$ cat src/sv/audio_compressor_gain_macros.svh
// ----------------------------------------------------------------------------
// audio_compressor_gain_macros: assertion macros
// Concurrent check macros shared by the compressor gain RTL. They expand to
// nothing when SYNTHESIS is defined.
// ----------------------------------------------------------------------------
`ifndef AUDIO_COMPRESSOR_GAIN_MACROS_SVH
`define AUDIO_COMPRESSOR_GAIN_MACROS_SVH

`ifndef SYNTHESIS
// check that the consequent holds in the same cycle as the antecedent
`define ACG_ASSERT_IMPL(lbl, ante, cons) \
  lbl: assert property (@(posedge clk) disable iff (!rst_n) (ante) |-> (cons)) \
    else $error("acg: same-cycle check failed");
// check that the consequent holds in the cycle after the antecedent
`define ACG_ASSERT_NEXT(lbl, ante, cons) \
  lbl: assert property (@(posedge clk) disable iff (!rst_n) (ante) |=> (cons)) \
    else $error("acg: next-cycle check failed");
`else
`define ACG_ASSERT_IMPL(lbl, ante, cons)
`define ACG_ASSERT_NEXT(lbl, ante, cons)
`endif

`endif

$ cat src/sv/acg_pkg.sv
`timescale 1ns / 1ps
// ----------------------------------------------------------------------------
// acg_pkg: compressor gain package
// Widths, constants, register indexes and shared types of the gain computer.
// ----------------------------------------------------------------------------
package acg_pkg;

  // field widths
  localparam int SAMPLE_W = 16;
  localparam int COEF_W   = 16;
  localparam int THR_W    = 16;
  localparam int AMT_W    = 17;
  localparam int GAIN_W   = 17;
  localparam int LEVEL_W  = 16;
  localparam int ENV_W    = 24;
  localparam int ENV_FRAC = 8;

  // gain datapath widths
  localparam int NUM_W     = 49;
  localparam int DEN_W     = 49;
  localparam int DVD_W     = 64;
  localparam int QUO_W     = 17;
  localparam int DIV_CNT_W = $clog2(QUO_W + 1);

  // request queue between front and back (power of two)
  localparam int QUEUE_DEPTH = 2;
  localparam int QPTR_W      = $clog2(QUEUE_DEPTH);

  // configuration port
  localparam int ADDR_W = 5;
  localparam int DATA_W = 32;
  localparam int IDX_W  = ADDR_W - 2;

  localparam logic [AMT_W-1:0]  UNITY   = 17'h10000;
  localparam logic [ENV_W-1:0]  ENV_MAX = 24'h800000;
  localparam logic [COEF_W-1:0] KNEE_K  = 16'd46858;

  // register indexes
  localparam logic [IDX_W-1:0] REG_ATTACK    = 3'd0;
  localparam logic [IDX_W-1:0] REG_RELEASE   = 3'd1;
  localparam logic [IDX_W-1:0] REG_THRESHOLD = 3'd2;
  localparam logic [IDX_W-1:0] REG_AMOUNT    = 3'd3;
  localparam logic [IDX_W-1:0] REG_SOFT_KNEE = 3'd4;

  // request classes
  typedef logic [1:0] kind_t;
  localparam kind_t KIND_UNITY = 2'd0;
  localparam kind_t KIND_HARD  = 2'd1;
  localparam kind_t KIND_SOFT  = 2'd2;

  // effective configuration seen by the datapath
  typedef struct packed {
    logic [COEF_W-1:0] att_coef;
    logic [COEF_W-1:0] rel_coef;
    logic [THR_W-1:0]  thr;
    logic [AMT_W-1:0]  amt;
    logic              soft_knee;
  } cfg_t;

  // one classified request in the queue
  typedef struct packed {
    kind_t            kind;
    logic [ENV_W-1:0] env;
  } job_t;

endpackage

$ cat src/sv/acg_queue.sv
`timescale 1ns / 1ps
`include "audio_compressor_gain_macros.svh"
// ----------------------------------------------------------------------------
// acg_queue: request queue
// Small FIFO of classified requests between the envelope front and the gain
// back end.
// ----------------------------------------------------------------------------
module acg_queue import acg_pkg::*; (
  input  logic clk,
  input  logic rst_n,
  input  logic push,
  input  job_t push_job,
  output logic full,
  input  logic pop,
  output job_t pop_job,
  output logic empty
);

  job_t              mem_r [QUEUE_DEPTH];
  logic [QPTR_W-1:0] wr_ptr_r;
  logic [QPTR_W-1:0] rd_ptr_r;
  logic [QPTR_W:0]   count_r;

  assign full    = (count_r == (QPTR_W+1)'(QUEUE_DEPTH));
  assign empty   = (count_r == '0);
  assign pop_job = mem_r[rd_ptr_r];

  // store request payload
  always_ff @(posedge clk) begin
    if (push) begin
      mem_r[wr_ptr_r] <= push_job;
    end
  end

  // advance pointers and fill count; pointers wrap at the power-of-two depth
  always_ff @(posedge clk) begin
    if (!rst_n) begin
      wr_ptr_r <= '0;
      rd_ptr_r <= '0;
      count_r  <= '0;
    end else begin
      if (push) begin
        wr_ptr_r <= wr_ptr_r + 1'b1;
      end
      if (pop) begin
        rd_ptr_r <= rd_ptr_r + 1'b1;
      end
      case ({push, pop})
        2'b10:   count_r <= count_r + 1'b1;
        2'b01:   count_r <= count_r - 1'b1;
        default: count_r <= count_r;
      endcase
    end
  end

  `ACG_ASSERT_IMPL(a_q_no_overflow, push, !full)
  `ACG_ASSERT_IMPL(a_q_no_underflow, pop, !empty)

endmodule

$ cat config.mk
export PLATFORM = sky130hd
export DESIGN_NAME = acg_queue
export DESIGN_NICKNAME = d
export VERILOG_FILES = /design/src/sv/acg_pkg.sv /design/src/sv/acg_queue.sv
export VERILOG_INCLUDE_DIRS = /design/src /design/src/sv
export SDC_FILE = /design/constraint.sdc
export NUM_CORES = 1
export LEC_CHECK = 0
export ABC_AREA = 1
export BUFFER_PORTS_ARGS = -buffer_cell sky130_fd_sc_hd__buf_2
export CORE_MARGIN = 2
export CORE_UTILIZATION = 45
export DETAILED_ROUTE_END_ITERATION = 8
export PLACE_DENSITY = 0.7
export SYNTH_ARGS = -nofsm -noshare
export SYNTH_HDL_FRONTEND = slang
export SYNTH_SLANG_ARGS = --single-unit
export TNS_END_PERCENT = 10
$ cat constraint.sdc
create_clock -name clk -period 2.2 [get_ports clk]
set_clock_uncertainty 0.15 [all_clocks]
set_input_delay 0.22 -clock clk [delete_from_list [all_inputs] [get_ports clk]]
set_output_delay 0.22 -clock clk [all_outputs]
set_load 0.01 [all_outputs]
### Yosys cells after proc, flatten, opt, wreduce, memory -nomap -nowiden

Memories as Yosys holds them, arrays and structs flattened. A register that Yosys moved wholly into a read port is not among the register bits.
Index checks and enable logic that the tools add are counted.
W data, S select, Z words.

* bits in registers: 4
* bits in latches: 0
* bits in writable memories: 52
* memory bits (read-only): 0
* bits of input ports: 30
* output and inout bits: 28
* word-level logic and storage cells: 18
* memories: 1

Memories
* mem_r: words 2, bits a word 26, read ports 1, clocked after memory_dff 1, write ports 1, line acg_queue.sv:19 `job_t mem_r [QUEUE_DEPTH];`

* $add $sub $neg: 4
* multiply operators: 0
* divide/modulo/power cells: 0
* order comparisons: 0
* eq/ne operators: 3
* shifts and indexed selects: 0
* muxes and demuxes: 5
* bitwise gates (word level): 0
* reduce and logical (&&, ||, !) cells: 2

Operators with widths (count)
* $eq A2 B2 Y1 const B: 2
* $mux W1: 4
* $pmux W2 S2: 1
* $add A1 B1 Y1 const B: 2
* $add A2 B1 Y2 const B: 1
* $eq A2 B1 Y1 const B: 1
* $logic_not A2 Y1: 1
* $reduce_bool A2 Y1: 1
* $sub A2 B1 Y2 const B: 1

### Depth between registers and ports, before layout

* word-level depth: 3
* mapped depth: 7
* mapped depth without buffers: 7

### Worst setup path after synthesis

No wires, ideal clock.

* path kind: reg2reg
* start point: reg wr_ptr_r
* end point: mem mem_r[0][0] (netlist bit) (enable)
* library setup time: 0.409 ns
* arrival: 1.430 ns
* required time: 1.641 ns
* path slack: 0.211 ns
* cell stages (with the launch flop): 2
* path buffers: 0
* clock period less this slack: 1.989 ns
* path through: dfxtp_1 -> nor2_1

RTL lines
* start, declared: line acg_queue.sv:20 `logic [QPTR_W-1:0] wr_ptr_r;`
* start signal, assigned: line acg_queue.sv:43 `wr_ptr_r <= wr_ptr_r + 1'b1;`
* end, declared: line acg_queue.sv:19

Straight into the memory's write port.

==> results.md <==
* Status: finished, final reports clean
* Total Die Area at 5480 µm²
* RSZ-0062 raised after global routing: no
* Hold Fails Final Rpt at 0
* Routed len/inst at 13.7 µm
* Die W at 74.0 µm
* Maxcap violations at 0
* Longest Clk Path Bufs at 2
* Port bufs at 57
* Worst-Margin Slew at 0.346 ns
* Vias per inst at 4.53
* Worst setup SP type: flip-flop
* H-tree Lvls at 3
* Post-route clock period utilization at 0.866
* Drt pass-1 iters at 4
* Max Freq at 525 MHz
* Cells after Synth at 116
* Mean Syn Cell Area at 19.0 µm²
* Clk Latency, worst-skew pair at 0.32 ns
* Final Max Slew Viols at 0
* Launch point of the worst reg-to-reg path: wr_ptr_r
* M1 GR Usage at 0.146
* Yosys Warn Count at 0
* DP HPWL at 2550 µm
* Clk slew on worst S/H paths at 0.06 ns
* Ports at 58
* Netlist Area Pre-Place at 2210 µm²
* Antenna violations before repair at 0
* Minimum clock period at 1.91 ns
* Final instance area at 3010 µm²
* Layout cells sized above 1 at 0.465
* Vias at 1277
* Setup TNS at 0 ns
* Clock tree from TritonCTS: done
* CP cell instances: buf_12 -> mux2_4 -> buf_2
* Starting Density at 0.467
* First-pass GRT wire length at 5880 µm
* Setup crit end kind: output pin
* Power Density at 807 nW/µm²
* GRT Max-Usage Layer: met2
* Critical path type: reg2out
* Met3 usage at 0.0650
* Vias in the first global route at 1305
* Worst R2R End: mem_r[1][2]
* Syn_nets at 147
* Total GRT Usage at 0.151
* Setup crit end: pop_job[7]
* Root buffer cell: clkbuf_8
* Sequential area share after synthesis at 0.753
* R2r worst-path depth at 3
* Hold_ws at 0.0253 ns
* Total grt overflow at 0
* Core Util, Final at 0.637
* Crit-path max cell delay at 0.54 ns
* Initial DRC count at 68
* Slowest-stage cell, CP: dfxtp_2
* CP max FO at 15
* Final setup vio count at 0
* GR met2 Demand/Resource at 0.273
* Worst EP arrival at 1.54 ns
* Ant. Diodes at 0
* Worst VDD drop at 542 µV
* Post-CTS Setup Bufs at 0
* CTS sink cnt at 57
* Placed Area at 2560 µm²
* Nets@finish at 242
* Largest net degree at the start of global routing at 25
* Post-synthesis register bit count at 57
* R2R setup slack at 0.82 ns
* Final wirelength at 3860 µm
* CTS buffer count at 9
* Worst hold path type: in2reg
* Post-DRT Antenna Nets at 0
* Placer Congestion at 0.688
* Die Y-Extent at 74.0 µm
* Core ar. at 4720 µm²
* Area growth, synth to finish at 36.3%
* Setup WS pre-CTS at 0.619 ns
* Synth unique cells at 13
* Worst EP required at 1.83 ns
* DRC violations left at 0
* Setup ws final at 0.295 ns
* Slew headroom at 0.770
* Cts repair resizes at 0
* Pleak at 1.24 nW
* Number of core rows at 25
routing by layer:
layer | vias up | part of all wire | wire length [µm]
met5 | - | 0 | 0
met4 | 0 | 0.0075 | 29
met3 | 4 | 0.049 | 191
met2 | 36 | 0.53 | 2050
met1 | 619 | 0.41 | 1600
li1 | 618 | - | -
power by group:
part           total (mW)  switching (mW)  internal [mW]
clock network       0.867           0.362          0.505
logic               0.285           0.125          0.160
registers            1.28          0.0264           1.25
layout make-up:
type	instances	area, µm²
clock buffers	10	128
clock inverters	5	47.5
inverters	6	22.5
repair buffers	87	591
flip-flops and latches	57	1660
multi-input cells	50	474
well taps	67	83.8
fillers	348	1710
flip-flops by register name, indices dropped and copies added, names as in the netlist, named ones only:
signal,count
wr_ptr_r,1
rd_ptr_r,1
mem_r,52
count_r,2
logic make-up (layout without fill, tap and decap cells):
| kind of cell | Yosys count | count (layout) | synth area share |
|---|---|---|---|
| compound gates | 2 | 2 | 0.00453 |
| fa+ha+maj | 1 | 1 | 0.00567 |
| buf+inv | 9 | 108 | 0.0334 |
| flops | 57 | 57 | 0.753 |
| mux | 26 | 26 | 0.167 |
| simple gates | 21 | 21 | 0.0368 |
per-stage QoR:
| step | std cells | power [mW] |
|---|---|---|
| 2_1_floorplan | 116 | 1.45 |
| 3_3_place_gp | 240 | 1.54 |
| 3_5_place_dp | 240 | 1.55 |
| 4_1_cts | 282 | 2.46 |
| 5_1_grt | 282 | 2.53 |
| 6_report | 282 | 2.43 |
Yosys cell counts:
library cell / n / area share
a21oi_1: 1 / 0.0023
inv_1: 6 / 0.010
buf_6: 1 / 0.0051
nand2_1: 8 / 0.014
o21ai_0: 1 / 0.0023
mux2_2: 6 / 0.031
nor2_1: 12 / 0.020
mux2_4: 20 / 0.14
edfxtp_1: 52 / 0.71
buf_12: 2 / 0.018
dfxtp_1: 5 / 0.045
ha_1: 1 / 0.0057
nand4_1: 1 / 0.0028
critical path: cells and delay by family, from the launching register on:
| kind | cells | cell delay (ns) |
|---|---|---|
| muxes | 1 | 0.31 |
| buffers and inverters | 2 | 0.36 |
| DFF | 1 | 0.54 |
worst min path at each step:
| stage | to | slack [ns] | cells after the start | from |
|---|---|---|---|---|
| after floorplan | mem_r[0][0] | 0.17 | 0 | push_job[0] |
| after global placement | mem_r[0][6] | 0.26 | 1 | push_job[6] |
| after detailed placement | mem_r[1][18] | 0.26 | 1 | push_job[18] |
| after CTS | wr_ptr_r | 0.01 | 3 | push |
| after global routing | rd_ptr_r | 0.04 | 3 | pop |
| final | wr_ptr_r | 0.03 | 3 | push |
placed cells by master (no fill, tap or decap), types with 4 or more instances in the layout:
cell type	synthesis	layout
mux2_4	20	20
mux2_2	6	6
nand2_1	8	8
clkbuf_8	0	9
inv_1	6	6
edfxtp_1	52	52
nor2_1	12	11
dlygate4sd3_1	0	27
buf_2	0	57
dfxtp_1	5	4
repair_timing:
action	4_1_cts	5_1_grt
hold buffers	27	0
hold endpoints to repair	54	0
endpoints found under the setup margin	0	0
(Power assumes the default switching activity.)
