[src/sv/audio_compressor_gain_macros.svh]
// ----------------------------------------------------------------------------
// audio_compressor_gain_macros: assertion macros
// Concurrent check macros shared by the compressor gain RTL. They expand to
// nothing when SYNTHESIS is defined.
// ----------------------------------------------------------------------------
`ifndef AUDIO_COMPRESSOR_GAIN_MACROS_SVH
`define AUDIO_COMPRESSOR_GAIN_MACROS_SVH

`ifndef SYNTHESIS
// check that the consequent holds in the same cycle as the antecedent
`define ACG_ASSERT_IMPL(lbl, ante, cons) \
  lbl: assert property (@(posedge clk) disable iff (!rst_n) (ante) |-> (cons)) \
    else $error("acg: same-cycle check failed");
// check that the consequent holds in the cycle after the antecedent
`define ACG_ASSERT_NEXT(lbl, ante, cons) \
  lbl: assert property (@(posedge clk) disable iff (!rst_n) (ante) |=> (cons)) \
    else $error("acg: next-cycle check failed");
`else
`define ACG_ASSERT_IMPL(lbl, ante, cons)
`define ACG_ASSERT_NEXT(lbl, ante, cons)
`endif

`endif

[src/sv/acg_pkg.sv]
`timescale 1ns / 1ps
// ----------------------------------------------------------------------------
// acg_pkg: compressor gain package
// Widths, constants, register indexes and shared types of the gain computer.
// ----------------------------------------------------------------------------
package acg_pkg;

  // field widths
  localparam int SAMPLE_W = 16;
  localparam int COEF_W   = 16;
  localparam int THR_W    = 16;
  localparam int AMT_W    = 17;
  localparam int GAIN_W   = 17;
  localparam int LEVEL_W  = 16;
  localparam int ENV_W    = 24;
  localparam int ENV_FRAC = 8;

  // gain datapath widths
  localparam int NUM_W     = 49;
  localparam int DEN_W     = 49;
  localparam int DVD_W     = 64;
  localparam int QUO_W     = 17;
  localparam int DIV_CNT_W = $clog2(QUO_W + 1);

  // request queue between front and back (power of two)
  localparam int QUEUE_DEPTH = 2;
  localparam int QPTR_W      = $clog2(QUEUE_DEPTH);

  // configuration port
  localparam int ADDR_W = 5;
  localparam int DATA_W = 32;
  localparam int IDX_W  = ADDR_W - 2;

  localparam logic [AMT_W-1:0]  UNITY   = 17'h10000;
  localparam logic [ENV_W-1:0]  ENV_MAX = 24'h800000;
  localparam logic [COEF_W-1:0] KNEE_K  = 16'd46858;

  // register indexes
  localparam logic [IDX_W-1:0] REG_ATTACK    = 3'd0;
  localparam logic [IDX_W-1:0] REG_RELEASE   = 3'd1;
  localparam logic [IDX_W-1:0] REG_THRESHOLD = 3'd2;
  localparam logic [IDX_W-1:0] REG_AMOUNT    = 3'd3;
  localparam logic [IDX_W-1:0] REG_SOFT_KNEE = 3'd4;

  // request classes
  typedef logic [1:0] kind_t;
  localparam kind_t KIND_UNITY = 2'd0;
  localparam kind_t KIND_HARD  = 2'd1;
  localparam kind_t KIND_SOFT  = 2'd2;

  // effective configuration seen by the datapath
  typedef struct packed {
    logic [COEF_W-1:0] att_coef;
    logic [COEF_W-1:0] rel_coef;
    logic [THR_W-1:0]  thr;
    logic [AMT_W-1:0]  amt;
    logic              soft_knee;
  } cfg_t;

  // one classified request in the queue
  typedef struct packed {
    kind_t            kind;
    logic [ENV_W-1:0] env;
  } job_t;

endpackage

[src/sv/acg_in_if.sv]
`timescale 1ns / 1ps
// ----------------------------------------------------------------------------
// acg_in_if: sample channel
// Valid/ready channel carrying one signed audio sample per request.
// ----------------------------------------------------------------------------
interface acg_in_if import acg_pkg::*; ();
  logic                       valid;
  logic                       ready;
  logic signed [SAMPLE_W-1:0] sample;

  modport source (output valid, output sample, input ready);
  modport sink (input valid, input sample, output ready);
endinterface

[src/sv/acg_front.sv]
`timescale 1ns / 1ps
// ----------------------------------------------------------------------------
// acg_front: envelope front end
// Accepts samples, updates the one-pole envelope and classifies each request
// as unity, hard knee or soft knee before queuing it.
// ----------------------------------------------------------------------------
module acg_front import acg_pkg::*; (
  input  logic  clk,
  input  logic  rst_n,
  input  cfg_t  cfg,
  acg_in_if.sink in_ch,
  output logic  push,
  output job_t  push_job,
  input  logic  full
);

  localparam logic [2:0] F_IDLE = 3'd0;
  localparam logic [2:0] F_MULA = 3'd1;
  localparam logic [2:0] F_MULB = 3'd2;
  localparam logic [2:0] F_SUM  = 3'd3;
  localparam logic [2:0] F_PUSH = 3'd4;

  logic [2:0]               state_r;
  logic [2:0]               state_nxt;
  logic [ENV_W-1:0]         env_r;
  logic [ENV_W-1:0]         m_r;
  logic [COEF_W-1:0]        coef_r;
  logic [ENV_W+COEF_W-1:0]  p0_r;
  logic [ENV_W+COEF_W:0]    p1_r;
  logic [SAMPLE_W-1:0]      raw;
  logic [SAMPLE_W-1:0]      mag;
  logic [ENV_W-1:0]         m_in;
  logic [COEF_W:0]          coef_inv;
  logic [ENV_W+COEF_W+1:0]  sum;
  logic [ENV_W+1:0]         env_new;
  logic [ENV_W-1:0]         env_sat;
  logic [ENV_W-1:0]         thr_env;
  logic                     accept;
  kind_t                    kind;

  // magnitude of the sample, scaled to envelope precision
  assign raw    = $unsigned(in_ch.sample);
  assign mag    = raw[SAMPLE_W-1] ? (~raw + 16'd1) : raw;
  assign m_in   = {mag, {ENV_FRAC{1'b0}}};
  assign accept = in_ch.valid && in_ch.ready;

  assign in_ch.ready = (state_r == F_IDLE);

  // blend products, round and saturate
  assign coef_inv = UNITY - {1'b0, coef_r};
  assign sum      = (ENV_W+COEF_W+2)'(p0_r) + (ENV_W+COEF_W+2)'(p1_r)
                  + (ENV_W+COEF_W+2)'(32768);
  assign env_new  = sum[ENV_W+COEF_W+1:COEF_W];
  assign env_sat  = (env_new > (ENV_W+2)'(ENV_MAX)) ? ENV_MAX : env_new[ENV_W-1:0];

  // classify the request on the updated envelope
  assign thr_env = {cfg.thr, {ENV_FRAC{1'b0}}};
  always_comb begin
    if (cfg.soft_knee) begin
      kind = (env_r == '0) ? KIND_UNITY : KIND_SOFT;
    end else begin
      kind = (env_r <= thr_env) ? KIND_UNITY : KIND_HARD;
    end
  end

  assign push          = (state_r == F_PUSH) && !full;
  assign push_job.kind = kind;
  assign push_job.env  = env_r;

  // sequence one sample through the envelope update
  always_comb begin
    state_nxt = state_r;
    unique case (state_r)
      F_IDLE: if (accept) state_nxt = F_MULA;
      F_MULA: state_nxt = F_MULB;
      F_MULB: state_nxt = F_SUM;
      F_SUM:  state_nxt = F_PUSH;
      F_PUSH: if (!full) state_nxt = F_IDLE;
      default: state_nxt = F_IDLE;
    endcase
  end

  always_ff @(posedge clk) begin
    if (!rst_n) begin
      state_r <= F_IDLE;
    end else begin
      state_r <= state_nxt;
    end
  end

  // capture magnitude and pick attack or release
  always_ff @(posedge clk) begin
    if (accept) begin
      m_r    <= m_in;
      coef_r <= (m_in < env_r) ? cfg.rel_coef : cfg.att_coef;
    end
    if (state_r == F_MULA) begin
      p0_r <= env_r * coef_r;
    end
    if (state_r == F_MULB) begin
      p1_r <= m_r * coef_inv;
    end
  end

  // hold the envelope state
  always_ff @(posedge clk) begin
    if (!rst_n) begin
      env_r <= '0;
    end else if (state_r == F_SUM) begin
      env_r <= env_sat;
    end
  end

endmodule

[src/flat_wrapper.sv]
// flat-port wrapper written by rule: the top's interface ports become plain ports
module acg_front_flat import acg_pkg::*;
  (clk, rst_n, cfg, push, push_job, full, in_ch_valid, in_ch_sample, in_ch_ready);
  acg_in_if in_ch_i ();
  input  logic clk;
  input  logic rst_n;
  input  cfg_t cfg;
  output logic push;
  output job_t push_job;
  input  logic full;
  input wire logic [$bits(in_ch_i.valid)-1:0] in_ch_valid;
  input wire logic [$bits(in_ch_i.sample)-1:0] in_ch_sample;
  output wire logic [$bits(in_ch_i.ready)-1:0] in_ch_ready;
  assign in_ch_i.valid = in_ch_valid;
  assign in_ch_i.sample = in_ch_sample;
  assign in_ch_ready = in_ch_i.ready;
  acg_front u_core (.clk(clk), .rst_n(rst_n), .cfg(cfg), .in_ch(in_ch_i), .push(push), .push_job(push_job), .full(full));
endmodule
[config.mk]
export PLATFORM = sky130hd
export DESIGN_NAME = acg_front_flat
export DESIGN_NICKNAME = d
export VERILOG_FILES = /design/src/sv/audio_compressor_gain_macros.svh /design/src/sv/acg_pkg.sv /design/src/sv/acg_in_if.sv /design/src/sv/acg_front.sv /design/src/flat_wrapper.sv
export SDC_FILE = /design/constraint.sdc
export NUM_CORES = 2
export LEC_CHECK = 0
export BUFFER_PORTS_ARGS = -buffer_cell sky130_fd_sc_hd__buf_4
export CAP_MARGIN = 20
export CORE_UTILIZATION = 60
export DETAILED_ROUTE_END_ITERATION = 10
export PLACE_DENSITY = 0.87
export SYNTH_ARGS = -nofsm -noshare
export SYNTH_HDL_FRONTEND = slang
export SYNTH_SLANG_ARGS = --single-unit
[constraint.sdc]
create_clock -name clk -period 10.95 [get_ports clk]
set_clock_uncertainty 0.05 [all_clocks]
set_input_delay 1.095 -clock clk [delete_from_list [all_inputs] [get_ports clk]]
set_output_delay 1.095 -clock clk [all_outputs]
set_load 0.01 [all_outputs]
**Word-level counts from Yosys, hierarchy flattened**

Cells that the tools add are included.

- Multiplexer cells: 9
- Reduce and logical (&&, ||, !) cells: 6
- Magnitude comparators: 3
- Bitwise logic cells: 1
- Equal/unequal tests: 6
- $mul: 2
- $add $sub $neg: 4

Operators by type and width:

| kind | count |
|---|---|
| $add 40x41->42 | 1 |
| $add 42x16->42 const B | 1 |
| $mul 24x16->40 | 1 |
| $mul 16x17->33 | 1 |
| $mux 16 | 2 |
| $gt 26x24->1 const B | 1 |
| $le 24x24->1 | 1 |
| $logic_not 24->1 | 1 |
| $lt 24x24->1 | 1 |
| $mux 24 | 1 |
| $sub 17x16->17 const A | 1 |
| $add 16x1->16 const B | 1 |
| $not 16->16 | 1 |
| $pmux 3 s5 | 1 |
| $eq 3x2->1 const B | 2 |
| $mux 3 | 2 |
| $mux 2 | 2 |
| $ne 2x2->1 const B | 2 |
| $eq 3x1->1 const B | 1 |
| $eq 3x3->1 const B | 1 |
| $logic_not 3->1 | 1 |
| $logic_and 1x1->1 | 2 |
| $reduce_and 2->1 | 1 |
| $logic_not 1->1 | 1 |
| $mux 1 | 1 |

- Register bits: 140
- Output and inout port bits: 28
- Bits of input ports: 86

**Depth between registers and ports, before layout**

- Depth after elaboration: 5
- Depth in mapped cells: 31
- Depth with buffers taken out: 29

**Least setup slack after synthesis**

Ideal clock, no wire load.

- Path kind: reg2reg
- From: reg u_core.coef_r[3]
- To: reg u_core.p1_r[39], data pin
- Stages on the path, launching flop included: 29
- Required time: 10,642 ps
- Data arrival time: 7,278 ps
- Path slack: 3,364 ps
- Setup time: 258 ps
- Cells stage by stage: edfxtp_1 clkbuf_1 nor4_1 nor4b_1 nand2_1 nor2_1 xnor2_1 clkbuf_1 nand2_1 fa_1 fa_1 inv_1 fa_1 fa_1 fa_1 inv_1 fa_1 inv_1 ha_1 nand4_1 nor2_1 nand2_1 or3_1 o21ai_1 a41o_1 o41ai_2 o311ai_0 a21oi_1 xnor2_1

- Longest elaborated chain between the ends: 2

Ends and longest elaborated chain:

| element | line | source |
|---|---|---|
| from (decl) | acg_front.sv:27 | `logic [COEF_W-1:0] coef_r;` |
| from (signal assigned) | acg_front.sv:95 | `coef_r <= (m_in < env_r) ? cfg.rel_coef : cfg.att_coef;` |
| $sub 17x16->17 | acg_front.sv:50 | `assign coef_inv = UNITY - {1'b0, coef_r};` |
| $mul 16x17->33 | acg_front.sv:101 | `p1_r <= m_r * coef_inv;` |
| to (signal assigned) | acg_front.sv:101 |  |
| to (decl) | acg_front.sv:29 | `logic [ENV_W+COEF_W:0] p1_r;` |

Every way passes these cells.
A chain may end at the register's enable or synchronous reset.

**Worst setup path in the final report**

- From: reg u_core.coef_r[5]
- To: reg u_core.p1_r[40], data pin

The elaborated chain is that of the path after synthesis.

==> impl_metrics.ini <==
[synth]
synth_area_leaders = fa_1, ha_1, edfxtp_1
ys_types = 69
yosys_warnings = 0
syn_inst = 2972
synthArstFlopShare_pct = 0
yosysSeqAreaShare_pct = 12.47
avgSynthCellArea_um2 = 9.317
synth.net_count = 3881
ys_seq_elements = 124
synth.top_cell.area_share_pct = 37.09
ys_dominant_reg_cell = edfxtp_1
synth_edf_count = 97
synth_top_area_cell = fa_1
yosysMostFrequentCell = inv_1
synthTopCellsByCount = inv_1, fa_1, nand2_1
synth_area_mm2 = 0.02769

[placed_design]
io_buffers = 96
pre_cts_ws_ps = 2042
dp_hpwl_um = 53600
gp_congestion = 0.9257

[min_path]
hp-class = reg2reg

[setup_path]
crit_family = adder cells
worst_path_most_repeated_cell = fa_1
cp.arrival_ps = 8920
cp_max_fo = 26
worst-setup-path-type = reg2reg
crit_path_end_kind = register
cpPeakStageDelay_ps = 750
cp-start-kind = register
slowest_stage = nor4b_1
path_buf_inv = 5
cp.required_ps = 11100

[route]
wl_per_cell_um = 19.42
via_count = 21120
firstDrtPassIters = 5
wl_um = 70260
drt-vias-per-instance = 5.838
drt_iter0_drc = 1464
drc = 0
ant_nets = 0

[global_routing]
grt_pass1_vias = 23670
track_usage_pct = 31.51
grt_max_degree = 42
antenna_found_initial = 0
overflow = 0
grt_pass1_wl_um = 116600

[floorplan]
core_area_mm2 = 0.04548
dieArea_mm2 = 0.04701
die_h_um = 216.8
start_util_pct = 60.88
rows = 78
ioPinCount = 114
die_x_um = 216.8

[cts]
post-cts-setup-buffer-count = 0
clkLatencyLatePin_ps = 440
cts_tree = yes
cts.clk_slew.worst_paths_ps = 60
cts_sinks = 124
clockRootBuffer = clkbuf_16
cts_buffers = 17
cts-resized-gates = 0
htreeDepth = 4
ctsHoldBuffers = 0
clk_path_buf_depth = 2

[power_and_ir_drop]
fin_total_pwr_mw = 9.197
p_leak_nw = 14.86
ir_drop_v = 0.0006477
p_per_area_mw_per_mm2 = 309.2

[sta]
min_period_ps = 8773
hold_viol = 0
worstMarginPinSlew_ps = 1134
slew_headroom_pct = 24.02
setup_viol = 0
post-route-period-util_pct = 80.12
finalWorstSetupSlack_ps = 2177
fmax_ghz = 0.1140
tns_ps = 0
holdWs_ps = 515.4
rsz0062_at_grt = no
drv_slew = 0

[run]
cap_violations = 0

[layout]
antenna_cells = 0
area_growth_pct = 7.433
final_core_util_pct = 65.41
num-nets-final = 3914
layout-drive-gt1-share_pct = 6.726

[outcome]
status = complete, no violations
power breakdown:
group	switching, mW	leakage, nW	internal (mW)	total, mW
Sequential	0.0794	1.13	0.941	1.02
Combinational	4.53	13.4	3.03	7.56
Clock	0.218	0.316	0.397	0.616
sequential cells by signal, indices dropped and copies added, names as in the netlist:
| register | cells |
|---|---|
| u_core.coef_r | 16 |
| u_core.env_r | 24 |
| u_core.m_r | 16 |
| u_core.p0_r | 32 |
| u_core.p1_r | 33 |
| u_core.state_r | 3 |
layer usage:
layer  track usage, %  vias up  routed length (um)
met5                0        -                   0
met1            38.91    10600               26070
li1                 -     9163                   -
met3            5.772      259                6625
met2            53.81     1106               34290
met4            14.34        0                3279
cells by family after synthesis:
group                      count (synthesis)  synth area share (%)
xor gates and xnor gates                 101                 3.195
adders and majority gates                823                 51.10
muxes                                     16                0.6507
DFF                                      124                 12.47
buffers and inverters                    774                 10.52
AOI/OAI and AO/OA                        240                 6.123
and+or+nand+nor                          894                 15.94
cell usage in the layout (no fill, tap or decap), drive strengths merged, types with 11 or more instances in the layout:
cell type / count
edfxtp: 97
o21a: 16
nor2: 61
nor3: 21
fa: 513
buf: 147
clkbuf: 26
nand3: 16
nand4: 16
a21oi: 68
inv: 641
a21o: 28
o21ai: 45
ha: 310
dfxtp: 27
nor2b: 12
nand2: 414
nor4: 12
xnor2: 73
xor2: 28
mux2: 16
and2: 291
a22o: 19
or3: 11
metrics by stage:
stage	cells	area, um2
after floorplan	2972	27690
after global placement	3584	29050
after detailed placement	3584	29050
after CTS	3616	29700
after global routing	3618	29750
final	3618	29750
path summary, 6_finish.rpt:
kind	start	to	slack, ps	cells after the start
setup / recovery	u_core.coef_r[5]	u_core.p1_r[40]	2180	28
hold / removal	u_core.state_r[0]	u_core.state_r[0]	520	1
setup reg to reg	u_core.coef_r[5]	u_core.p1_r[40]	2180	28
hold reg to reg	u_core.state_r[0]	u_core.state_r[0]	520	1
cell type report:
class	instances	area (um2)
multi-input cells	2074	21350
fillers	3413	15730
flip-flops and latches	124	3453
inverters	641	2406
repair buffers	147	1131
well taps	600	750.7
clock buffers	26	595.6
clock inverters	6	62.56
(Power assumes the default switching activity.)
